`src/hdl/rfde_pkg.sv`:
```
package rfde_pkg;

  // command codes
  localparam logic [2:0] CMD_CLEAR  = 3'd0;
  localparam logic [2:0] CMD_WR_COL = 3'd1;
  localparam logic [2:0] CMD_WR_RGB = 3'd2;
  localparam logic [2:0] CMD_BRUSH  = 3'd3;
  localparam logic [2:0] CMD_HLINE  = 3'd4;
  localparam logic [2:0] CMD_VLINE  = 3'd5;
  localparam logic [2:0] CMD_RECT   = 3'd6;
  localparam logic [2:0] CMD_READ   = 3'd7;

  // status codes
  localparam logic [1:0] ST_OK      = 2'd0;
  localparam logic [1:0] ST_INVALID = 2'd1;
  localparam logic [1:0] ST_EDGE    = 2'd2;

  // config register indexes
  localparam logic CFG_WIDTH  = 1'b0;
  localparam logic CFG_HEIGHT = 1'b1;

  localparam int QDEPTH = 4;

  typedef enum logic [2:0] {
    OP_NONE,
    OP_CLEAR,
    OP_WRITE,
    OP_READ,
    OP_FILL
  } op_e;

  typedef struct packed {
    logic [8:0] r0;
    logic [8:0] r1;
    logic [8:0] c0;
    logic [8:0] c1;
    logic       empty;
  } box_t;

  typedef struct packed {
    op_e         kind;
    logic [1:0]  status;
    logic [15:0] color;
    box_t        box;
    logic        last;
  } entry_t;

  // low edge grown down by grow, clipped at zero
  function automatic logic [8:0] clip_lo(input logic [8:0] a, input logic [7:0] grow);
    logic [8:0] g;
    g = {1'b0, grow};
    return (a >= g) ? (a - g) : 9'd0;
  endfunction

  // high edge grown up by grow, clipped at lim
  function automatic logic [8:0] clip_hi(input logic [8:0] b, input logic [7:0] grow,
                                         input logic [8:0] lim);
    logic [9:0] s;
    s = {1'b0, b} + {2'b0, grow};
    return (s > {1'b0, lim}) ? lim : s[8:0];
  endfunction

  // brush-grown box clipped to the frame
  function automatic box_t make_box(input logic [8:0] r0, input logic [8:0] r1,
                                    input logic [8:0] c0, input logic [8:0] c1,
                                    input logic [7:0] size,
                                    input logic [8:0] w, input logic [8:0] h);
    box_t b;
    logic [7:0] grow;
    grow = size - 8'd1;
    b.r0 = clip_lo(r0, grow);
    b.c0 = clip_lo(c0, grow);
    b.r1 = clip_hi(r1, grow, h - 9'd1);
    b.c1 = clip_hi(c1, grow, w - 9'd1);
    b.empty = (size == 8'd0) || (b.r0 > b.r1) || (b.c0 > b.c1);
    return b;
  endfunction

endpackage

```
`src/hdl/rfde_queue.sv`:
```
module rfde_queue (
  input  logic             clk_i,
  input  logic             rst_ni,
  input  logic             push_i,
  input  rfde_pkg::entry_t push_data_i,
  output logic             full_o,
  input  logic             pop_i,
  output rfde_pkg::entry_t pop_data_o,
  output logic             valid_o
);
  import rfde_pkg::*;

  localparam int PW = $clog2(QDEPTH);

  entry_t          mem_q [QDEPTH];
  logic [PW-1:0]   wr_q, rd_q;
  logic [PW:0]     cnt_q;
  logic            do_push, do_pop;

  assign full_o     = (cnt_q == (PW+1)'(QDEPTH));
  assign valid_o    = (cnt_q != '0);
  assign pop_data_o = mem_q[rd_q];
  assign do_push    = push_i && !full_o;
  assign do_pop     = pop_i && valid_o;

  // storage
  always_ff @(posedge clk_i) begin
    if (do_push) mem_q[wr_q] <= push_data_i;
  end

  // pointers and fill count
  always_ff @(posedge clk_i or negedge rst_ni) begin
    if (!rst_ni) begin
      wr_q  <= '0;
      rd_q  <= '0;
      cnt_q <= '0;
    end else begin
      if (do_push) wr_q <= wr_q + 1'b1;
      if (do_pop) rd_q <= rd_q + 1'b1;
      if (do_push && !do_pop) cnt_q <= cnt_q + 1'b1;
      else if (do_pop && !do_push) cnt_q <= cnt_q - 1'b1;
    end
  end

endmodule

```
`config.mk`:
```
export PLATFORM = sky130hd
export DESIGN_NAME = rfde_queue
export DESIGN_NICKNAME = d
export VERILOG_FILES = /design/src/hdl/rfde_pkg.sv /design/src/hdl/rfde_queue.sv
export SDC_FILE = /design/constraint.sdc
export NUM_CORES = 1
export LEC_CHECK = 0
export BUFFER_PORTS_ARGS = -buffer_cell sky130_fd_sc_hd__buf_2
export CAP_MARGIN = 20
export CORE_ASPECT_RATIO = 0.6
export CORE_MARGIN = 2
export CORE_UTILIZATION = 55
export CTS_BUF_LIST = sky130_fd_sc_hd__clkbuf_4 sky130_fd_sc_hd__clkbuf_8
export DETAILED_ROUTE_END_ITERATION = 16
export GPL_TIMING_DRIVEN = 0
export PLACE_DENSITY = 0.79
export SYNTH_ARGS = -nofsm -noshare
export SYNTH_HDL_FRONTEND = slang
export SYNTH_SLANG_ARGS = --single-unit
```
`constraint.sdc`:
```
create_clock -name clk_i -period 2.96 [get_ports clk_i]
set_input_delay 0.296 -clock clk_i [delete_from_list [all_inputs] [get_ports clk_i]]
set_output_delay 0.296 -clock clk_i [all_outputs]
set_load 0.1 [all_outputs]
```
== After elaboration in Yosys (flattened, before gate mapping) ==
Memories as Yosys holds them, arrays and structs flattened.
Index checks and enable logic that the tools add are counted.

* Memory bits (writable): 236
* Output and inout port bits: 61
* Logic and storage cells: 22
* Register bits: 7
* Input bits: 63
* Memories: 1

{| class="wikitable"
|+ Memories
! name !! words !! bits a word !! rd ports !! clocked after Yosys merged registers in !! write ports !! line !! RTL
|-
| mem_q || 4 || 59 || 1 || 0 || 1 || rfde_queue.sv:15 || <nowiki>entry_t mem_q [QDEPTH];</nowiki>
|}

* Reductions and logical operators: 9
* Add/subtract/negate cells: 4
* Mux-type cells: 4
* Equal/unequal tests: 1

{| class="wikitable"
|+ Operators with widths
! operator !! count
|-
| $mux W3 || 2
|-
| $add A2 B1 Y2 const B || 2
|-
| $logic_and A1 B1 Y1 || 4
|-
| $add A3 B1 Y3 const B || 1
|-
| $eq A3 B3 Y1 const B || 1
|-
| $logic_not A1 Y1 || 3
|-
| $reduce_bool A3 Y1 || 1
|-
| $sub A3 B1 Y3 const B || 1
|-
| $mux W1 || 2
|-
| $reduce_bool A2 Y1 || 1
|}

== Logic depth before layout (Yosys ltp) ==
* Depth in word-level cells: 7
* Gate-level depth with buffers: 9
* Gate-level depth less buffers: 8

== Worst setup path before layout ==
No wires, ideal clock.

* Kind: register to register
* From: reg cnt_q[0]
* To: mem mem_q[0][0] in the netlist's numbering (enable)
* Clock period less this slack: 3321 ps
* Required time: 2436 ps
* Library setup time: 524 ps
* Stages on the path, launching flop included: 5
* Slack: -361 ps
* Arrival: 2798 ps
* Path buffers: 1
* Path through: dfrtp_1 > nor3b_2 > nor2b_1 > buf_6 > and2_1

* Longest elaborated chain between the ends: 5

{| class="wikitable"
|+ RTL lines
! what !! line !! RTL
|-
| start, declared || rfde_queue.sv:17 || <nowiki>logic [PW:0] cnt_q;</nowiki>
|-
| start signal, assigned || rfde_queue.sv:40 || <nowiki>if (do_push && !do_pop) cnt_q <= cnt_q + 1'b1;</nowiki>
|-
| start signal, assigned || rfde_queue.sv:41 || <nowiki>else if (do_pop && !do_push) cnt_q <= cnt_q - 1'b1;</nowiki>
|-
| $eq A3 B3 Y1 || rfde_queue.sv:20 || <nowiki>assign full_o = (cnt_q == (PW+1)'(QDEPTH));</nowiki>
|-
| named net full_o || rfde_queue.sv:6 || <nowiki>output logic full_o,</nowiki>
|-
| $logic_not A1 Y1 || rfde_queue.sv:23 || <nowiki>assign do_push = push_i && !full_o;</nowiki>
|-
| $logic_and A1 B1 Y1 || rfde_queue.sv:23 ||
|-
| named net do_push || rfde_queue.sv:18 || <nowiki>logic do_push, do_pop;</nowiki>
|-
| $mux W1 || rfde_queue.sv:28 || <nowiki>if (do_push) mem_q[wr_q] <= push_data_i;</nowiki>
|-
| $mux W1 (implied by the code) || rfde_queue.sv:28 ||
|-
| end, declared || rfde_queue.sv:15 ||
|}

The timed path passes the listed nets, and every way through them passes these cells.

==> metrics.txt <==
critical path launch point type flop; Die Y-Extent 103 um; vias 4198; r2r startpoint cnt_q[0]$_DFFE_PN0P_; DP HPWL 9450 um; ys async rst share 2.88%; Worst Setup End Kind output port; Mapped Avg Cell Area 26.2 um2; Filler Cell Count 996; max-slew violations 0; initial cell density of the core 55.9%; period utilization 81.9%; Slew Limit Headroom 38.5%; # IOs 124; setup slack, reg-to-reg 0.70 ns; htree depth 2; WP data required 2.66 ns; worst path arrival time 2.13 ns; FF-to-FF path depth 8; status complete, no violations; placed instance area 9980 um2; Hold EP mem_q[0][23]$_DFFE_PP_; Post-Syn Instances 344; Cell variety after synth 22; All-Layer GR Usage 18.8%; Syn-to-layout area delta 21.9%; final hold viol count 0; Worst-Margin Slew 0.923 ns; largest net degree at the start of global routing 60; CTS root buffer clkbuf_8; number of antenna violations at the first check in global routing 1; worst skew pair latency 0.49 ns; maxcap violations 0; row count 36; core area 16100 um2; DRT Pass-1 Iters 4; vias per cell 5.45; drc violations 0; clk sinks 243; RSZ-0062 raised after global routing no; Post-synth EDFFs 236; number of global-route vias before repair 4450; Die Area 17400 um2; layout cells sized above 1 45.9%; IO Port Bufs 123; global placer's final weighted congestion 0.729; nets 606; TritonCTS buffer count 35; total wire length 16200 um; CTS tree done; RR Endpoint cnt_q[2]$_DFFE_PN0P_; crit path time final 2.43 ns; Setup Viol. Count Final 0; HP Start push_data_i[23]; first-pass GRT wire length 24100 um; clock buffer depth 3; Synth warnings 0; Worst Clk Skew 0.0156 ns; Post-Layout Inst Area 11000 um2; Syn Std Cell Area 9010 um2; fmax 412 MHz; critical path class reg -> out; average wire per standard cell 21.0 um; Yosys reg bits 243; Seq/Total Area, Yosys 80.6%; DR iter-0 viols 340; hold depth 1; Hold Path Class in -> reg; DRT antenna net count 0; Worst-path clk slew 0.07 ns; ys flop type edfxtp_1; GR Overflow Total 0; CP max FO 10; Post-Syn Nets 413; die width 169 um
## logic make-up (layout without fill, tap and decap cells)
kind of cell,count (synthesis),in the layout,synth area share (%)
buffers and inverters,18,234,2.08
multiplexers,61,61,15.1
flip-flops,243,243,80.6
XOR/XNOR,6,6,0.583
adder cells (fa/ha/maj),6,6,0.917
AND/OR/NAND/NOR,10,10,0.695
other,0,1,0
## how the worst max path moves through the flow
| stage | to | slack, ns | startpoint | cells past startpoint |
|---|---|---|---|---|
| 2_1_floorplan | mem_q[0][0]$_DFFE_PP_ | 0.04 | cnt_q[0]$_DFFE_PN0P_ | 4 |
| 3_3_place_gp | mem_q[3][10]$_DFFE_PP_ | -0.74 | cnt_q[2]$_DFFE_PN0P_ | 4 |
| 3_5_place_dp | cnt_q[2]$_DFFE_PN0P_ | 0.76 | cnt_q[0]$_DFFE_PN0P_ | 8 |
| 4_1_cts | pop_data_o[41] | 0.46 | rd_q[1]$_DFFE_PN0P_ | 4 |
| 5_1_grt | pop_data_o[24] | 0.36 | rd_q[1]$_DFFE_PN0P_ | 4 |
| 6_report | pop_data_o[24] | 0.53 | rd_q[1]$_DFFE_PN0P_ | 4 |
## through the flow
stage / utilization (%) / cells / hold WS [ns] / setup slack, ns / TNS (ns)
finish: 68.1 / 770 / 0.0270 / 0.535 / 0
global route: 68.1 / 770 / 0.00476 / 0.361 / 0
CTS: 68.0 / 768 / 0.0000320 / 0.458 / 0
detailed placement: 61.9 / 679 / 0.138 / 0.764 / 0
global placement: 61.3 / 676 / 0.134 / -0.738 / -168.87
floorplan: - / 344 / 0.000409 / 0.0384 / 0
## cells in the mapped netlist, types with 2 or more instances
cell / n / area (um2)
xnor2_1: 4 / 35.0
inv_1: 3 / 11.3
ha_1: 5 / 62.6
and2_1: 4 / 25.0
edfxtp_1: 236 / 7090
buf_12: 6 / 120
dfrtp_1: 7 / 175
buf_2: 6 / 30.0
xor2_1: 2 / 17.5
mux4_2: 58 / 1310
buf_6: 2 / 22.5
## cell type report
cell class,count,area (um2),area share (%)
repair buffers,156,998,9.09
clock inverters,10,90.1,0.820
multi-input cells,83,1570,14.3
well taps,209,262,2.38
plain buffers,15,176,1.61
clock buffers,50,607,5.53
flip-flops and latches,243,7260,66.1
diodes,1,2.50,0.0228
inverters,3,11.3,0.103
## worst max-delay path, stage by stage, from the launching register on
cell      delay (ns)
dfrtp_1         0.32
clkbuf_1        0.25
buf_2           0.36
mux4_2          0.28
buf_2           0.43
## placed cells by master (no fill, tap or decap)
cell           instances
mux4_1                 1
xor2_1                 2
buf_12                 6
clkbuf_4              13
mux2_4                 1
clkbuf_1               1
clkinv_1               8
mux4_2                58
nor2_1                 1
xnor2_1                4
nand3_1                1
fa_1                   1
nand2_1                1
or3_1                  1
dlygate4sd3_1         30
and2_4                 4
ha_1                   5
bufinv_16              2
clkbuf_8              37
buf_16                 3
diode_2                1
edfxtp_1             236
mux2_2                 1
nor3b_4                1
buf_2                129
inv_1                  3
dfrtp_1                7
buf_6                  2
nor2b_1                1
## flip-flops by register name (all words and copies together), names as in the netlist
register  cells
mem_q       236
cnt_q         3
rd_q          2
wr_q          2
## per-layer routing
layer,routed length (um),track usage (%)
met1,6860,26.0
met2,7830,30.6
met3,1320,5.41
met4,165,4.34
met5,0,0
## timing repair
action / 4_1_cts / 5_1_grt
hold buffers: 29 / 1
setup buffers: 0 / 0
hold endpoints to repair: 101 / 3
resized for setup: 0 / 0
Power is not shown: default switching activity piles up to over one toggle a cycle in this logic, so the estimate is an artifact.
