==> config.mk <==
export PLATFORM = sky130hd
export DESIGN_NAME = rfde_front
export DESIGN_NICKNAME = d
export VERILOG_FILES = /design/src/hdl/rfde_pkg.sv /design/src/hdl/rfde_front.sv
export SDC_FILE = /design/constraint.sdc
export NUM_CORES = 1
export LEC_CHECK = 0
export BUFFER_PORTS_ARGS = -buffer_cell sky130_fd_sc_hd__buf_2
export CORE_AREA = 2 2 180 182
export CTS_BUF_LIST = sky130_fd_sc_hd__clkbuf_16
export CTS_CLUSTER_SIZE = 8
export DETAILED_ROUTE_END_ITERATION = 8
export DIE_AREA = 0 0 182 184
export GPL_TIMING_DRIVEN = 0
export HOLD_SLACK_MARGIN = 0.12
export PLACE_DENSITY = 0.56
export SLEW_MARGIN = 20
export SYNTH_ARGS = -nofsm -noshare
export SYNTH_HDL_FRONTEND = slang
export SYNTH_SLANG_ARGS = --single-unit
==> constraint.sdc <==
create_clock -name clk_i -period 10.95 [get_ports clk_i]
set_clock_uncertainty 0.2 [all_clocks]
set_input_delay 1.095 -clock clk_i [delete_from_list [all_inputs] [get_ports clk_i]]
set_output_delay 1.095 -clock clk_i [all_outputs]
set_load 0.01 [all_outputs]
==> src/hdl/rfde_pkg.sv <==
package rfde_pkg;

  // command codes
  localparam logic [2:0] CMD_CLEAR  = 3'd0;
  localparam logic [2:0] CMD_WR_COL = 3'd1;
  localparam logic [2:0] CMD_WR_RGB = 3'd2;
  localparam logic [2:0] CMD_BRUSH  = 3'd3;
  localparam logic [2:0] CMD_HLINE  = 3'd4;
  localparam logic [2:0] CMD_VLINE  = 3'd5;
  localparam logic [2:0] CMD_RECT   = 3'd6;
  localparam logic [2:0] CMD_READ   = 3'd7;

  // status codes
  localparam logic [1:0] ST_OK      = 2'd0;
  localparam logic [1:0] ST_INVALID = 2'd1;
  localparam logic [1:0] ST_EDGE    = 2'd2;

  // config register indexes
  localparam logic CFG_WIDTH  = 1'b0;
  localparam logic CFG_HEIGHT = 1'b1;

  localparam int QDEPTH = 4;

  typedef enum logic [2:0] {
    OP_NONE,
    OP_CLEAR,
    OP_WRITE,
    OP_READ,
    OP_FILL
  } op_e;

  typedef struct packed {
    logic [8:0] r0;
    logic [8:0] r1;
    logic [8:0] c0;
    logic [8:0] c1;
    logic       empty;
  } box_t;

  typedef struct packed {
    op_e         kind;
    logic [1:0]  status;
    logic [15:0] color;
    box_t        box;
    logic        last;
  } entry_t;

  // low edge grown down by grow, clipped at zero
  function automatic logic [8:0] clip_lo(input logic [8:0] a, input logic [7:0] grow);
    logic [8:0] g;
    g = {1'b0, grow};
    return (a >= g) ? (a - g) : 9'd0;
  endfunction

  // high edge grown up by grow, clipped at lim
  function automatic logic [8:0] clip_hi(input logic [8:0] b, input logic [7:0] grow,
                                         input logic [8:0] lim);
    logic [9:0] s;
    s = {1'b0, b} + {2'b0, grow};
    return (s > {1'b0, lim}) ? lim : s[8:0];
  endfunction

  // brush-grown box clipped to the frame
  function automatic box_t make_box(input logic [8:0] r0, input logic [8:0] r1,
                                    input logic [8:0] c0, input logic [8:0] c1,
                                    input logic [7:0] size,
                                    input logic [8:0] w, input logic [8:0] h);
    box_t b;
    logic [7:0] grow;
    grow = size - 8'd1;
    b.r0 = clip_lo(r0, grow);
    b.c0 = clip_lo(c0, grow);
    b.r1 = clip_hi(r1, grow, h - 9'd1);
    b.c1 = clip_hi(c1, grow, w - 9'd1);
    b.empty = (size == 8'd0) || (b.r0 > b.r1) || (b.c0 > b.c1);
    return b;
  endfunction

endpackage

==> src/hdl/rfde_front.sv <==
module rfde_front (
  input  logic             clk_i,
  input  logic             rst_ni,
  input  logic             in_valid_i,
  output logic             in_ready_o,
  input  logic [2:0]       cmd_i,
  input  logic [15:0]      color_i,
  input  logic [7:0]       red_i,
  input  logic [7:0]       green_i,
  input  logic [7:0]       blue_i,
  input  logic [7:0]       brush_size_i,
  input  logic [8:0]       x0_i,
  input  logic [8:0]       y0_i,
  input  logic [8:0]       x1_i,
  input  logic [8:0]       y1_i,
  input  logic             init_busy_i,
  input  logic [8:0]       width_i,
  input  logic [8:0]       height_i,
  input  logic             full_i,
  output logic             push_o,
  output rfde_pkg::entry_t ent_o
);
  import rfde_pkg::*;

  logic        busy_q;
  logic [1:0]  edge_q;
  logic [2:0]  cmd_q;
  logic [15:0] color_q;
  logic [7:0]  red_q, green_q, blue_q, size_q;
  logic [8:0]  x0_q, y0_q, x1_q, y1_q;
  logic        p0_in, x_in, y_in;

  assign in_ready_o = !busy_q && !init_busy_i;
  assign push_o     = busy_q;

  // item capture and edge sequencing
  always_ff @(posedge clk_i or negedge rst_ni) begin
    if (!rst_ni) begin
      busy_q <= 1'b0;
      edge_q <= '0;
    end else if (!busy_q) begin
      if (in_valid_i && in_ready_o) begin
        busy_q <= 1'b1;
        edge_q <= '0;
      end
    end else if (!full_i) begin
      if (ent_o.last) busy_q <= 1'b0;
      else edge_q <= edge_q + 1'b1;
    end
  end

  always_ff @(posedge clk_i) begin
    if (in_valid_i && in_ready_o) begin
      cmd_q   <= cmd_i;
      color_q <= color_i;
      red_q   <= red_i;
      green_q <= green_i;
      blue_q  <= blue_i;
      size_q  <= brush_size_i;
      x0_q    <= x0_i;
      y0_q    <= y0_i;
      x1_q    <= x1_i;
      y1_q    <= y1_i;
    end
  end

  assign p0_in = (x0_q < width_i) && (y0_q < height_i);
  assign x_in  = (x0_q < width_i) && (x1_q < width_i);
  assign y_in  = (y0_q < height_i) && (y1_q < height_i);

  // classify the held word into queue entries
  always_comb begin
    ent_o        = '0;
    ent_o.kind   = OP_NONE;
    ent_o.status = ST_OK;
    ent_o.color  = color_q;
    ent_o.last   = 1'b1;
    case (cmd_q)
      CMD_CLEAR: ent_o.kind = OP_CLEAR;
      CMD_WR_COL, CMD_WR_RGB: begin
        if (!p0_in) begin
          ent_o.status = ST_INVALID;
        end else begin
          ent_o.kind   = OP_WRITE;
          ent_o.box.r0 = y0_q;
          ent_o.box.c0 = x0_q;
          if (cmd_q == CMD_WR_RGB)
            ent_o.color = {red_q[4:0], green_q[5:0], blue_q[4:0]};
        end
      end
      CMD_BRUSH: begin
        if (size_q == 8'd0) begin
          ent_o.status = ST_INVALID;
        end else begin
          ent_o.kind = OP_FILL;
          ent_o.box  = make_box(y0_q, y0_q, x0_q, x0_q, size_q, width_i, height_i);
        end
      end
      CMD_HLINE: begin
        if (x0_q > x1_q || !x_in || y0_q >= height_i) begin
          ent_o.status = ST_INVALID;
        end else begin
          ent_o.kind = OP_FILL;
          ent_o.box  = make_box(y0_q, y0_q, x0_q, x1_q, size_q, width_i, height_i);
        end
      end
      CMD_VLINE: begin
        if (y0_q > y1_q || !y_in || x0_q >= width_i) begin
          ent_o.status = ST_INVALID;
        end else begin
          ent_o.kind = OP_FILL;
          ent_o.box  = make_box(y0_q, y1_q, x0_q, x0_q, size_q, width_i, height_i);
        end
      end
      CMD_RECT: begin
        if (!x_in || !y_in) begin
          ent_o.status = ST_INVALID;
        end else if (x0_q > x1_q) begin
          ent_o.status = ST_EDGE;
        end else begin
          ent_o.kind = OP_FILL;
          case (edge_q)
            2'd0: begin
              ent_o.last = 1'b0;
              ent_o.box  = make_box(y0_q, y0_q, x0_q, x1_q, size_q, width_i, height_i);
            end
            2'd1: begin
              ent_o.last = (y0_q > y1_q);
              if (y0_q > y1_q) ent_o.status = ST_EDGE;
              ent_o.box  = make_box(y1_q, y1_q, x0_q, x1_q, size_q, width_i, height_i);
            end
            2'd2: begin
              ent_o.last = 1'b0;
              ent_o.box  = make_box(y0_q, y1_q, x0_q, x0_q, size_q, width_i, height_i);
            end
            default: begin
              ent_o.box  = make_box(y0_q, y1_q, x1_q, x1_q, size_q, width_i, height_i);
            end
          endcase
        end
      end
      default: begin
        if (!p0_in) begin
          ent_o.status = ST_INVALID;
        end else begin
          ent_o.kind   = OP_READ;
          ent_o.box.r0 = y0_q;
          ent_o.box.c0 = x0_q;
        end
      end
    endcase
  end

endmodule

# After elaboration in Yosys (flattened, before gate mapping)
# Cells that the tools add are included.
[classes]
n_eq_ne = 10
order_cmp = 22
addsub = 12
n_mux = 50
reduce_logical = 29
[op_table]
columns = ["operator", "n"]
rows = [
  ["$mux 37", 3],
  ["$pmux 37 s3", 1],
  ["$mux 9", 10],
  ["$mux 38", 2],
  ["$gt 9x9->1", 8],
  ["$pmux 9 s6", 1],
  ["$pmux 9 s5", 1],
  ["$add 9x8->10", 4],
  ["$gt 10x9->1", 4],
  ["$pmux 10 s4", 1],
  ["$ge 9x8->1", 4],
  ["$lt 9x9->1", 4],
  ["$pmux 9 s4", 1],
  ["$sub 9x8->9", 4],
  ["$mux 16", 2],
  ["$mux 25", 1],
  ["$mux 2", 10],
  ["$ge 9x9->1", 2],
  ["$pmux 3 s6", 1],
  ["$sub 9x1->9 const B", 2],
  ["$mux 3", 5],
  ["$logic_or 1x1->1", 13],
  ["$pmux 2 s5", 1],
  ["$eq 3x3->1 const B", 3],
  ["17 further kinds", 35],
]
[totals]
out_inout_bits = 61
elab_cells = 135
inputBits = 110
register_bits = 82

# Depth between registers and ports, before layout
# Gate-level depths: netlist (run 1).
[logic_depth]
word_depth = 14
depth_mapped = 30
mapped_depth_nobuf = 29

# Worst setup path before layout (run 1)
# Ideal clock, no wire load.
[synth_path]
kind = "register to output"
start = "reg size_q[0]"
end = "out ent_o[1] (netlist bit)"
path_stages_with_launch = 30
required_time_ns = 9.655
path_buffers = 2
path_slack_ns = 3.729
arrival_ns = 5.926
path_cell_list = "edfxtp_1 > inv_1 > ha_1 > nand2_1 > or3_1 > xnor2_1 > ha_1 > buf_2 > or2_2 > o31a_1 > nand2_1 > xnor2_1 > ha_1 > nand4_1 > nor2_1 > o21ai_0 > and3_1 > o22ai_1 > clkbuf_1 > nand2_1 > o21ai_0 > ha_1 > a21oi_1 > nor2b_1 > or4_1 > o22ai_1 > nand2_1 > a221oi_1 > nor2_1 > or3_1"
[synth_lines]
columns = ["item", "line", "rtl"]
rows = [
  ["from (decl)", "rfde_front.sv:29", "logic [7:0] red_q, green_q, blue_q, size_q;"],
  ["from (signal assigned)", "rfde_front.sv:59", "size_q <= brush_size_i;"],
  ["to (decl)", "rfde_front.sv:21", "output rfde_pkg::entry_t ent_o"],
]

==> results of run 1 <==
## flip-flops by register name, indices dropped and copies added, names as in the netlist
| name | count |
|---|---|
| color_q | 16 |
| x0_q | 9 |
| x1_q | 9 |
| y0_q | 9 |
| y1_q | 9 |
| size_q | 8 |
| green_q | 6 |
| blue_q | 5 |
| red_q | 5 |
| cmd_q | 3 |
| edge_q | 2 |
| push_o | 1 |
## layout by cell type (no fill, tap or decap), types with 12 or more instances in the layout
cell	instances
nor2_1	101
a21oi_1	77
a21o_1	14
o21bai_1	20
nand2_1	52
nor4_1	15
nor3_1	33
a221o_1	12
xnor2_1	59
a211oi_1	17
mux2i_1	28
inv_1	114
nand4_1	22
o21ai_0	53
a22oi_1	19
xor2_1	12
nor2b_1	27
ha_1	220
buf_2	169
mux2_1	16
nand3_1	16
clkbuf_1	19
edfxtp_1	79
o21a_1	21
## cell type report
class / count / area share (%)
multi-input combinational: 986 / 62.8
buffer: 31 / 1.15
inverter: 116 / 3.51
timing repair buffer: 163 / 6.72
antenna: 1 / 0.0200
tap: 402 / 4.03
sequential: 82 / 19.6
clock inverter: 6 / 0.351
clock buffer: 9 / 1.80
## critical path: cells and delay by family, from the launching register on
| kind | cells | cell delay (ns) |
|---|---|---|
| compound gates | 7 | 1.67 |
| flops | 1 | 0.41 |
| fa+ha+maj | 4 | 1.33 |
| simple gates | 13 | 2.35 |
| xor+xnor | 2 | 0.82 |
| buf+inv | 4 | 1.11 |
## metrics by stage
stage | hold WS, ns | util [%] | setup slack, ns | area [um^2] | power [W]
after global placement | 0.336 | 38.8 | 2.04 | 12200 | 0.00113
after global routing | 0.302 | 39.8 | 1.21 | 12500 | 0.00154
after floorplan | 0.299 | - | 3.73 | 10900 | 0.000914
after detailed placement | 0.339 | 38.9 | 2.06 | 12200 | 0.00114
after CTS | 0.299 | 39.8 | 1.67 | 12500 | 0.00143
final | 0.306 | 39.8 | 1.61 | 12500 | 0.00144
## worst max path at each step
| stage | startpoint | slack, ns | to |
|---|---|---|---|
| after floorplan | size_q[0] | 3.73 | ent_o[1] |
| after global routing | size_q[0] | 1.21 | ent_o[1] |
| after CTS | size_q[0] | 1.67 | ent_o[1] |
| after global placement | size_q[0] | 2.04 | ent_o[1] |
| after detailed placement | size_q[0] | 2.06 | ent_o[1] |
| final | size_q[0] | 1.61 | ent_o[1] |
## power groups by stage
stage                     registers, W  clock network (W)  logic (W)
final                         0.000380           0.000286   0.000771
after global routing          0.000382           0.000303   0.000853
after CTS                     0.000380           0.000292   0.000757
after detailed placement      0.000387                  0   0.000753
after global placement        0.000388                  0   0.000740
after floorplan               0.000380                  0   0.000534
## routing by layer
| metal | GRT usage, % | share of wire (%) | up-vias |
|---|---|---|---|
| met5 | 0 | 0.036 | - |
| met4 | 6.94 | 2.8 | 2 |
| met3 | 4.60 | 6.8 | 56 |
| met2 | 33.4 | 43 | 376 |
| met1 | 28.8 | 48 | 4639 |
| li1 | - | - | 4836 |
## cell families (layout without fill, tap and decap cells)
logic type	after synthesis	in the layout	share of synthesized area [%]
AO/OA/AOI/OAI	314	314	19.7
XOR/XNOR	71	71	5.72
flip-flops	82	82	22.5
AND/OR/NAND/NOR	324	324	15.1
adder cells (fa/ha/maj)	229	229	26.9
other	0	1	0
multiplexers	48	48	4.65
buffers and inverters	147	325	5.33
==> summary.md, run 1 <==
| Metric | Value |
|---|---|
| Layout cell share with drive strength beyond 1 | roughly 15% |
| Hold Violations, Final | 0 |
| # fillers | 3245 |
| RSZ-0062 raised after global routing | false |
| Sw power | 0.000617 W |
| Top-area cell type share of the netlist area | between 20% and 30% |
| Gpl congestion | approximately 0.95 |
| Placed Instances | approximately 1800 |
| Final std cells w/o fill | 1796 |
| Area of the multi-input gates | slightly below 8000 um^2 |
| # Post-CTS Setup Buffers | 0 |
| Hold Crit Class | in -> async |
| Synth area leader | ha_1 |
| Max Slew Vio Count | 0 |
| Grt ovf | 0 |
| I/O pin cnt | ~170 |
| CTS Sinks | 82 |
| Post-synth EDFFs | between 70 and 80 |
| Nets | about 1700 |
| Worst setup EP type | output pin |
| Tmin final | around 9.3 ns |
| CTS Hold Bufs | 0 |
| Crit Path Class | reg -> out |
| Post-DR vias/cell | between 5 and 6 |
| Net Sw Frac | between 40% and 50% |
| Area Overhead vs Synth | 14.9% |
| CTS resizes | 0 |
| CP max FO | 10 |
| Setup tns final | 0 ns |
| Root buffer cell | clkbuf_16 |
| Library cells used by synthesis | around 80 |
| WP data required | 9.66 ns |
| Die Area | 33500 um^2 |
| Mapped Area | ~11000 um^2 |
| Register area | 2450 um^2 |
| Final-report setup violation count | 0 |
| Wire per inst | 19.9 um |
| First-pass GRT wire length | approximately 54000 um |
| Syn avg cell area | around 8.9 um^2 |
| Yosys warnings | 0 |
| GRT Util Overall | approximately a fifth |
| Largest net degree at the start of global routing | 55 |
| Clock Latency Late Sink | approximately 0.37 ns |
| Max Freq | approximately 110 MHz |
| Setup crit start kind | register |
| Status | complete, no violations |
| Synth top cells by count | ha_1, inv_1, nor2_1, edfxtp_1, a21oi_1 |
| Leakage | around 5.7 nW |
| Largest cells by area after synthesis | ha_1, edfxtp_1, xnor2_1, inv_1, a21oi_1 |
| Number of antenna violations at the first check in global routing | 1 |
| Die Y | around 180 um |
| Prevailing post-synth register cell | edfxtp_1 |
| Seq/Total Area, Yosys | between 20% and 30% |
| Die Width | between 150 and 200 um |
| Pwr dens | about 120 nW/um^2 |
| Top-count cell post-synth | ha_1 |
| Core ar. | ~31000 um^2 |
| CTS tree | yes |
| Peak supply drop | slightly above 0.1 mV |
| Port bufs | approximately 160 |
| Clock-pin slew on the worst setup and hold paths | around 0.09 ns |
| R2R setup slack | roughly 7.4 ns |
| CTS buffer count | 9 |
| Clock network power share | 19.9% |
| Slew @ Worst Pin | 1.12 ns |
| CP max stage delay | ~0.72 ns |
| Comb pwr share | between 50% and 60% |
| DR iter-0 viols | between 600 and 700 |
| Initial core utilization | roughly a third |
| Cells after Synth | 1215 |
| Max_slew headroom | 25.3% |
| Flop pwr share | 26.5% |
| Vias in the first global route | just under 10000 |
| Vias post-DR | between 9000 and 10000 |
| DRC Markers | 0 |
| Reg-to-reg startpoint | x1_q[1] |
| CP max stage cell | xnor2_1 |
| Max Cap Viol | 0 |
| Tcrit/Tclk final | between 80% and 90% |
| Final WL | 35700 um |
| Post-DRT Antenna Nets | 0 |
| Seq cells post-synth | between 80 and 90 |
| # rows | 65 |
| # H-tree levels | 3 |
| DP HPWL | around 30000 um |
| Internal | about 0.0008 W |
| WP data arrival | 8.04 ns |
| Async SR Flop Fraction | under 10% |
| Depth of the worst register-to-register path | 11 |
| Synthesized Nets | roughly 1600 |
| Clock tree buffer depth | 2 |
| RR Endpoint | edge_q[1] |
| First drt pass iteration count | 5 |
Power figures use the tool's default switching activity.
==> inputs of run 2 (changes only) <==
Settings changed: CORE_AREA 2 2 180 182 to 3 3 181 183, DIE_AREA 0 0 182 184 to 0 0 184 186.
==> summary.md, run 2 (synthesis results as in run 1) <==
| Metric | Value |
|---|---|
| Grt ovf | 0 (unchanged) |
| CP max stage delay | 0.80 ns (was 0.72 ns) |
| Vias post-DR | 9873 (was 9909) |
| Post-DRT Antenna Nets | 0 (unchanged) |
| CTS buffer count | 9 (unchanged) |
| Die Y | 186 um (was 184 um) |
| Die Area | 34200 um^2 (was 33500 um^2) |
| Vias in the first global route | 9643 (was 9629) |
| Nets | 1727 (unchanged) |
| Post-DR vias/cell | 5.49 (was 5.52) |
| Pwr dens | 118 nW/um^2 (was 115 nW/um^2) |
| Initial core utilization | 34.6% (unchanged) |
| Slew @ Worst Pin | 1.14 ns (was 1.12 ns) |
| Worst setup EP type | output pin (unchanged) |
| # H-tree levels | 3 (unchanged) |
| RSZ-0062 raised after global routing | false (unchanged) |
| Tcrit/Tclk final | 86.6% (was 85.3%) |
| Max_slew headroom | 23.8% (was 25.3%) |
| Most frequent cells in the layout | ha_1, buf_2, inv_1, nor2_1, edfxtp_1 (unchanged) |
| Port bufs | 162 (unchanged) |
| R2R setup slack | 7.33 ns (was 7.41 ns) |
| Hold Violations, Final | 0 (unchanged) |
| CTS Sinks | 82 (unchanged) |
| Setup tns final | 0 ns (unchanged) |
| Crit Path Class | reg -> out (unchanged) |
| Max reg flops | 16 (unchanged) |
| Hold Crit Class | in -> async (unchanged) |
| Leakage | 5.74 nW (was 5.70 nW) |
| Utilization after layout | 40.0% (was 39.8%) |
| CTS Hold Bufs | 0 (unchanged) |
| Final WL | 36100 um (was 35700 um) |
| Layout cell share with drive strength beyond 1 | 15.4% (about the same) |
| CTS tree | yes (unchanged) |
| # Post-CTS Setup Buffers | 0 (unchanged) |
| Core ar. | 31400 um^2 (unchanged) |
| DP HPWL | 30200 um (was 30000 um) |
| Tmin final | 9.49 ns (was 9.34 ns) |
| WP data arrival | 8.19 ns (was 8.04 ns) |
| Clock Latency Late Sink | 0.36 ns (was 0.37 ns) |
| Clock-pin slew on the worst setup and hold paths | 0.08 ns (was 0.09 ns) |
| Area Overhead vs Synth | 15.4% (was 14.9%) |
| CTS resizes | 0 (unchanged) |
| Largest net degree at the start of global routing | 53 (was 55) |
| Final non-filler cell area | 12500 um^2 (about the same) |
| CP most frequent cell | ha_1 |
| First drt pass iteration count | 5 (unchanged) |
| Status | complete, no violations (unchanged) |
| Max Freq | 105 MHz (was 107 MHz) |
| DR iter-0 viols | 698 (was 617) |
| Setup crit start kind | register (unchanged) |
| Max Cap Viol | 0 (unchanged) |
| Number of antenna violations at the first check in global routing | 4 (was 1) |
| Max Slew Vio Count | 0 (unchanged) |
| Root buffer cell | clkbuf_16 (unchanged) |
| DRC Markers | 0 (unchanged) |
| # fillers | 3188 (was 3245) |
| CP max stage cell | xnor2_1 (unchanged) |
| CP max FO | 10 (unchanged) |
| I/O pin cnt | 171 (unchanged) |
| DP Area | 12200 um^2 (unchanged) |
| WP data required | 9.66 ns (about the same) |
| Gpl congestion | 0.929 (was 0.950) |
| Biggest register | color_q (unchanged) |
| GRT Util Overall | 21.0% (was 21.2%) |
| Most common cell after layout, fill and taps aside | ha_1 (unchanged) |
| # rows | 65 (unchanged) |
| Peak supply drop | 0.101 mV (was 0.102 mV) |
| Final-report setup violation count | 0 (unchanged) |
| Wire per inst | 20.1 um (was 19.9 um) |
| Die Width | 184 um (was 182 um) |
| Clock tree buffer depth | 2 (unchanged) |
| First-pass GRT wire length | 55200 um (was 54100 um) |
run 2: layer usage:
layer | GRT usage, % | routed length, um | vias to the layer above
met5 | 0 | 39 | -
met3 | 3.97 | 2650 | 60
met4 | 6.26 | 1070 | 4
li1 | - | - | 4847
met1 | 30.0 | 17100 | 4555
met2 | 32.3 | 15200 | 407
run 2: power by group:
group          internal [W]  total (W)  switching [W]
Sequential         0.000363   0.000380      0.0000172
Combinational      0.000303   0.000768       0.000465
Clock              0.000202   0.000337       0.000135
Total              0.000869    0.00149       0.000617
run 2: layout make-up:
class / instances / area (um^2) / share of cell area [%]
multi-input combinational: 986 / 7840 / 62.5
sequential: 82 / 2450 / 19.5
timing repair buffer: 163 / 838 / 6.68
tap: 402 / 503 / 4.01
inverter: 116 / 438 / 3.49
clock buffer: 9 / 225 / 1.80
buffer: 31 / 144 / 1.15
clock inverter: 7 / 101 / 0.808
antenna: 2 / 5.00 / 0.0399
run 2: final timing paths:
| check | cells after the start | endpoint | startpoint |
|---|---|---|---|
| max in group asynchronous | 1 | edge_q[0] | rst_ni |
| min | 1 | push_o | rst_ni |
| max reg2reg | 9 | edge_q[1] | y0_q[1] |
| max | 30 | ent_o[1] | size_q[0] |
| min reg2reg | 1 | edge_q[0] | edge_q[0] |
| min in group clk_i | 1 | edge_q[0] | edge_q[0] |
run 2: worst max-delay path: cells and delay by family (launching register included):
family,cells,cell delay (ns)
compound gates,9,2.04
xor+xnor,2,0.90
fa+ha+maj,4,1.42
buf+inv,4,1.09
flops,1,0.42
simple gates,11,1.99
run 2: stage by stage:
| stage | total power (W) | instances | hold WS [ns] | setup WS (ns) |
|---|---|---|---|---|
| floorplan | 0.000914 | 1215 | 0.299 | 3.73 |
| global placement | 0.00113 | 1779 | 0.340 | 2.06 |
| finish | 0.00149 | 1798 | 0.311 | 1.46 |
| CTS | 0.00148 | 1796 | 0.304 | 1.48 |
| global route | 0.00160 | 1798 | 0.311 | 0.827 |
| detailed placement | 0.00114 | 1780 | 0.345 | 1.89 |
==> inputs of run 3 (changes only) <==
Settings changed: CAP_MARGIN set to 20, CORE_AREA 3 3 181 183 to 2 2 180 182, DIE_AREA 0 0 184 186 to 0 0 182 184, PLACE_DENSITY 0.56 to 0.62.
==> summary.md, run 3 (synthesis results as in run 1) <==
| Metric | Value |
|---|---|
| Clock tree buffer depth | 2 (unchanged) |
| Met3 WL | 2620 um (was 2650 um) |
| Post-DRT Antenna Nets | 0 (unchanged) |
| # rows | 65 (unchanged) |
| Wire per inst | 19.6 um (was 20.1 um) |
| Clock-pin slew on the worst setup and hold paths | 0.09 ns (was 0.08 ns) |
| RSZ-0062 raised after global routing | false (unchanged) |
| Max reg flops | 16 (unchanged) |
| Vias post-DR | 9912 (was 9873) |
| Clock Latency Late Sink | 0.37 ns (was 0.36 ns) |
| Most frequent cells in the layout | ha_1, buf_2, inv_1, nor2_1, edfxtp_1 (unchanged) |
| Status | complete, no violations (unchanged) |
| WP data arrival | 8.10 ns (was 8.19 ns) |
| Vias in the first global route | 9803 (was 9643) |
| # Post-CTS Setup Buffers | 0 (unchanged) |
| # fillers | 3187 (was 3188) |
| CP max FO | 10 (unchanged) |
| Final-report setup violation count | 0 (unchanged) |
| CTS Hold Bufs | 0 (unchanged) |
| GRT Util Overall | 21.3% (was 21.0%) |
| Max Freq | 106 MHz (was 105 MHz) |
| Post-layout total power | 0.00145 W (was 0.00149 W) |
| Die Y | 184 um (was 186 um) |
| Die Area | 33500 um^2 (was 34200 um^2) |
| CP max stage cell | xnor2_1 (unchanged) |
| Met1 wire length | 16600 um (was 17100 um) |
| Grt ovf | 0 (unchanged) |
| Hold Crit Class | in -> async (unchanged) |
| DRC Markers | 0 (unchanged) |
| Tcrit/Tclk final | 85.8% (was 86.6%) |
| Utilization after layout | 39.8% (was 40.0%) |
| Max layer used | met4 (was met5) |
| Worst setup EP type | output pin (unchanged) |
| Initial core utilization | 34.6% (unchanged) |
| Setup tns final | 0 ns (unchanged) |
| Max Cap Viol | 0 (unchanged) |
| Largest net degree at the start of global routing | 65 (was 53) |
| CTS resizes | 0 (unchanged) |
| Area Overhead vs Synth | 14.9% (was 15.4%) |
| CP max stage delay | 0.76 ns (was 0.80 ns) |
| First drt pass iteration count | 5 (unchanged) |
| Max_slew headroom | 25.4% (was 23.8%) |
| Peak supply drop | 0.0704 mV (was 0.101 mV) |
| Slew @ Worst Pin | 1.12 ns (was 1.14 ns) |
| Nets | 1727 (unchanged) |
| Gpl congestion | 0.954 (was 0.929) |
| Setup crit start kind | register (unchanged) |
| Hold Violations, Final | 0 (unchanged) |
| ANT cells | 0 (was 2) |
| Post-DR vias/cell | 5.52 (was 5.49) |
| Leakage | 5.71 nW (was 5.74 nW) |
| CTS buffer count | 9 (unchanged) |
| Pwr dens | 116 nW/um^2 (was 118 nW/um^2) |
| CTS tree | yes (unchanged) |
| # H-tree levels | 3 (unchanged) |
| Port bufs | 162 (unchanged) |
| Layout cell share with drive strength beyond 1 | 15.4% (unchanged) |
| WP data required | 9.66 ns (about the same) |
| First-pass GRT wire length | 54800 um (was 55200 um) |
| Number of antenna violations at the first check in global routing | 0 (was 4) |
| Root buffer cell | clkbuf_16 (unchanged) |
| Core ar. | 31400 um^2 (unchanged) |
| Die Width | 182 um (was 184 um) |
| Most common cell after layout, fill and taps aside | ha_1 (unchanged) |
| Final WL | 35300 um (was 36100 um) |
| Final non-filler cell area | 12500 um^2 (about the same) |
| DP Area | 12200 um^2 (unchanged) |
| Crit Path Class | reg -> out (unchanged) |
| Biggest register | color_q (unchanged) |
| Tmin final | 9.39 ns (was 9.49 ns) |
| I/O pin cnt | 171 (unchanged) |
| DP HPWL | 29600 um (was 30200 um) |
| DR iter-0 viols | 653 (was 698) |
| CTS Sinks | 82 (unchanged) |
| Max Slew Vio Count | 0 (unchanged) |
| Met2 WL | 14900 um (was 15200 um) |
## run 3: layer usage
layer / vias up / global-route usage (%)
met1: 4642 / 29.2
met5: - / 0
met3: 66 / 4.52
li1: 4832 / -
met2: 372 / 32.8
met4: 0 / 7.58
## run 3: path summary, 6_finish.rpt
check / cells past startpoint / start / to / slack, ns
worst max-delay path: 29 / size_q[0] / ent_o[1] / 1.56
worst min-delay path: 1 / rst_ni / push_o / 0.31
worst max register to register: 10 / y1_q[1] / edge_q[1] / 7.41
worst min register to register: 1 / edge_q[0] / edge_q[0] / 0.35
max in group asynchronous: 1 / rst_ni / edge_q[0] / 10.13
min in group clk_i: 1 / edge_q[0] / edge_q[0] / 0.35
## run 3: critical path: cells and delay by family (launching register included)
family / cells / cell delay [ns]
fa+ha+maj: 4 / 1.35
compound gates: 6 / 1.54
flops: 1 / 0.40
buf+inv: 4 / 1.09
xor+xnor: 2 / 0.88
simple gates: 13 / 2.45
## run 3: area by class of cell
cell class | count | area, um^2 | area share, %
flip-flops and latches | 82 | 2450 | 19.6
repair buffers | 163 | 838 | 6.71
multi-input cells | 986 | 7840 | 62.8
well taps | 402 | 503 | 4.03
clock buffers | 9 | 225 | 1.80
inverters | 116 | 438 | 3.51
clock inverters | 7 | 53.8 | 0.431
plain buffers | 31 | 144 | 1.15
## run 3: report_power, final
group / total [W] / internal [W] / switching [W]
combinational: 0.000770 / 0.000304 / 0.000466
clock: 0.000296 / 0.000155 / 0.000140
sequential: 0.000380 / 0.000363 / 0.0000171
total: 0.00145 / 0.000823 / 0.000623
## run 3: metrics by stage
step | std cells | hold WS (ns) | setup slack, ns
after floorplan | 1215 | 0.299 | 3.73
after global placement | 1779 | 0.331 | 2.06
after detailed placement | 1780 | 0.336 | 2.08
after CTS | 1796 | 0.308 | 1.68
after global routing | 1796 | 0.310 | 1.06
final | 1796 | 0.309 | 1.56
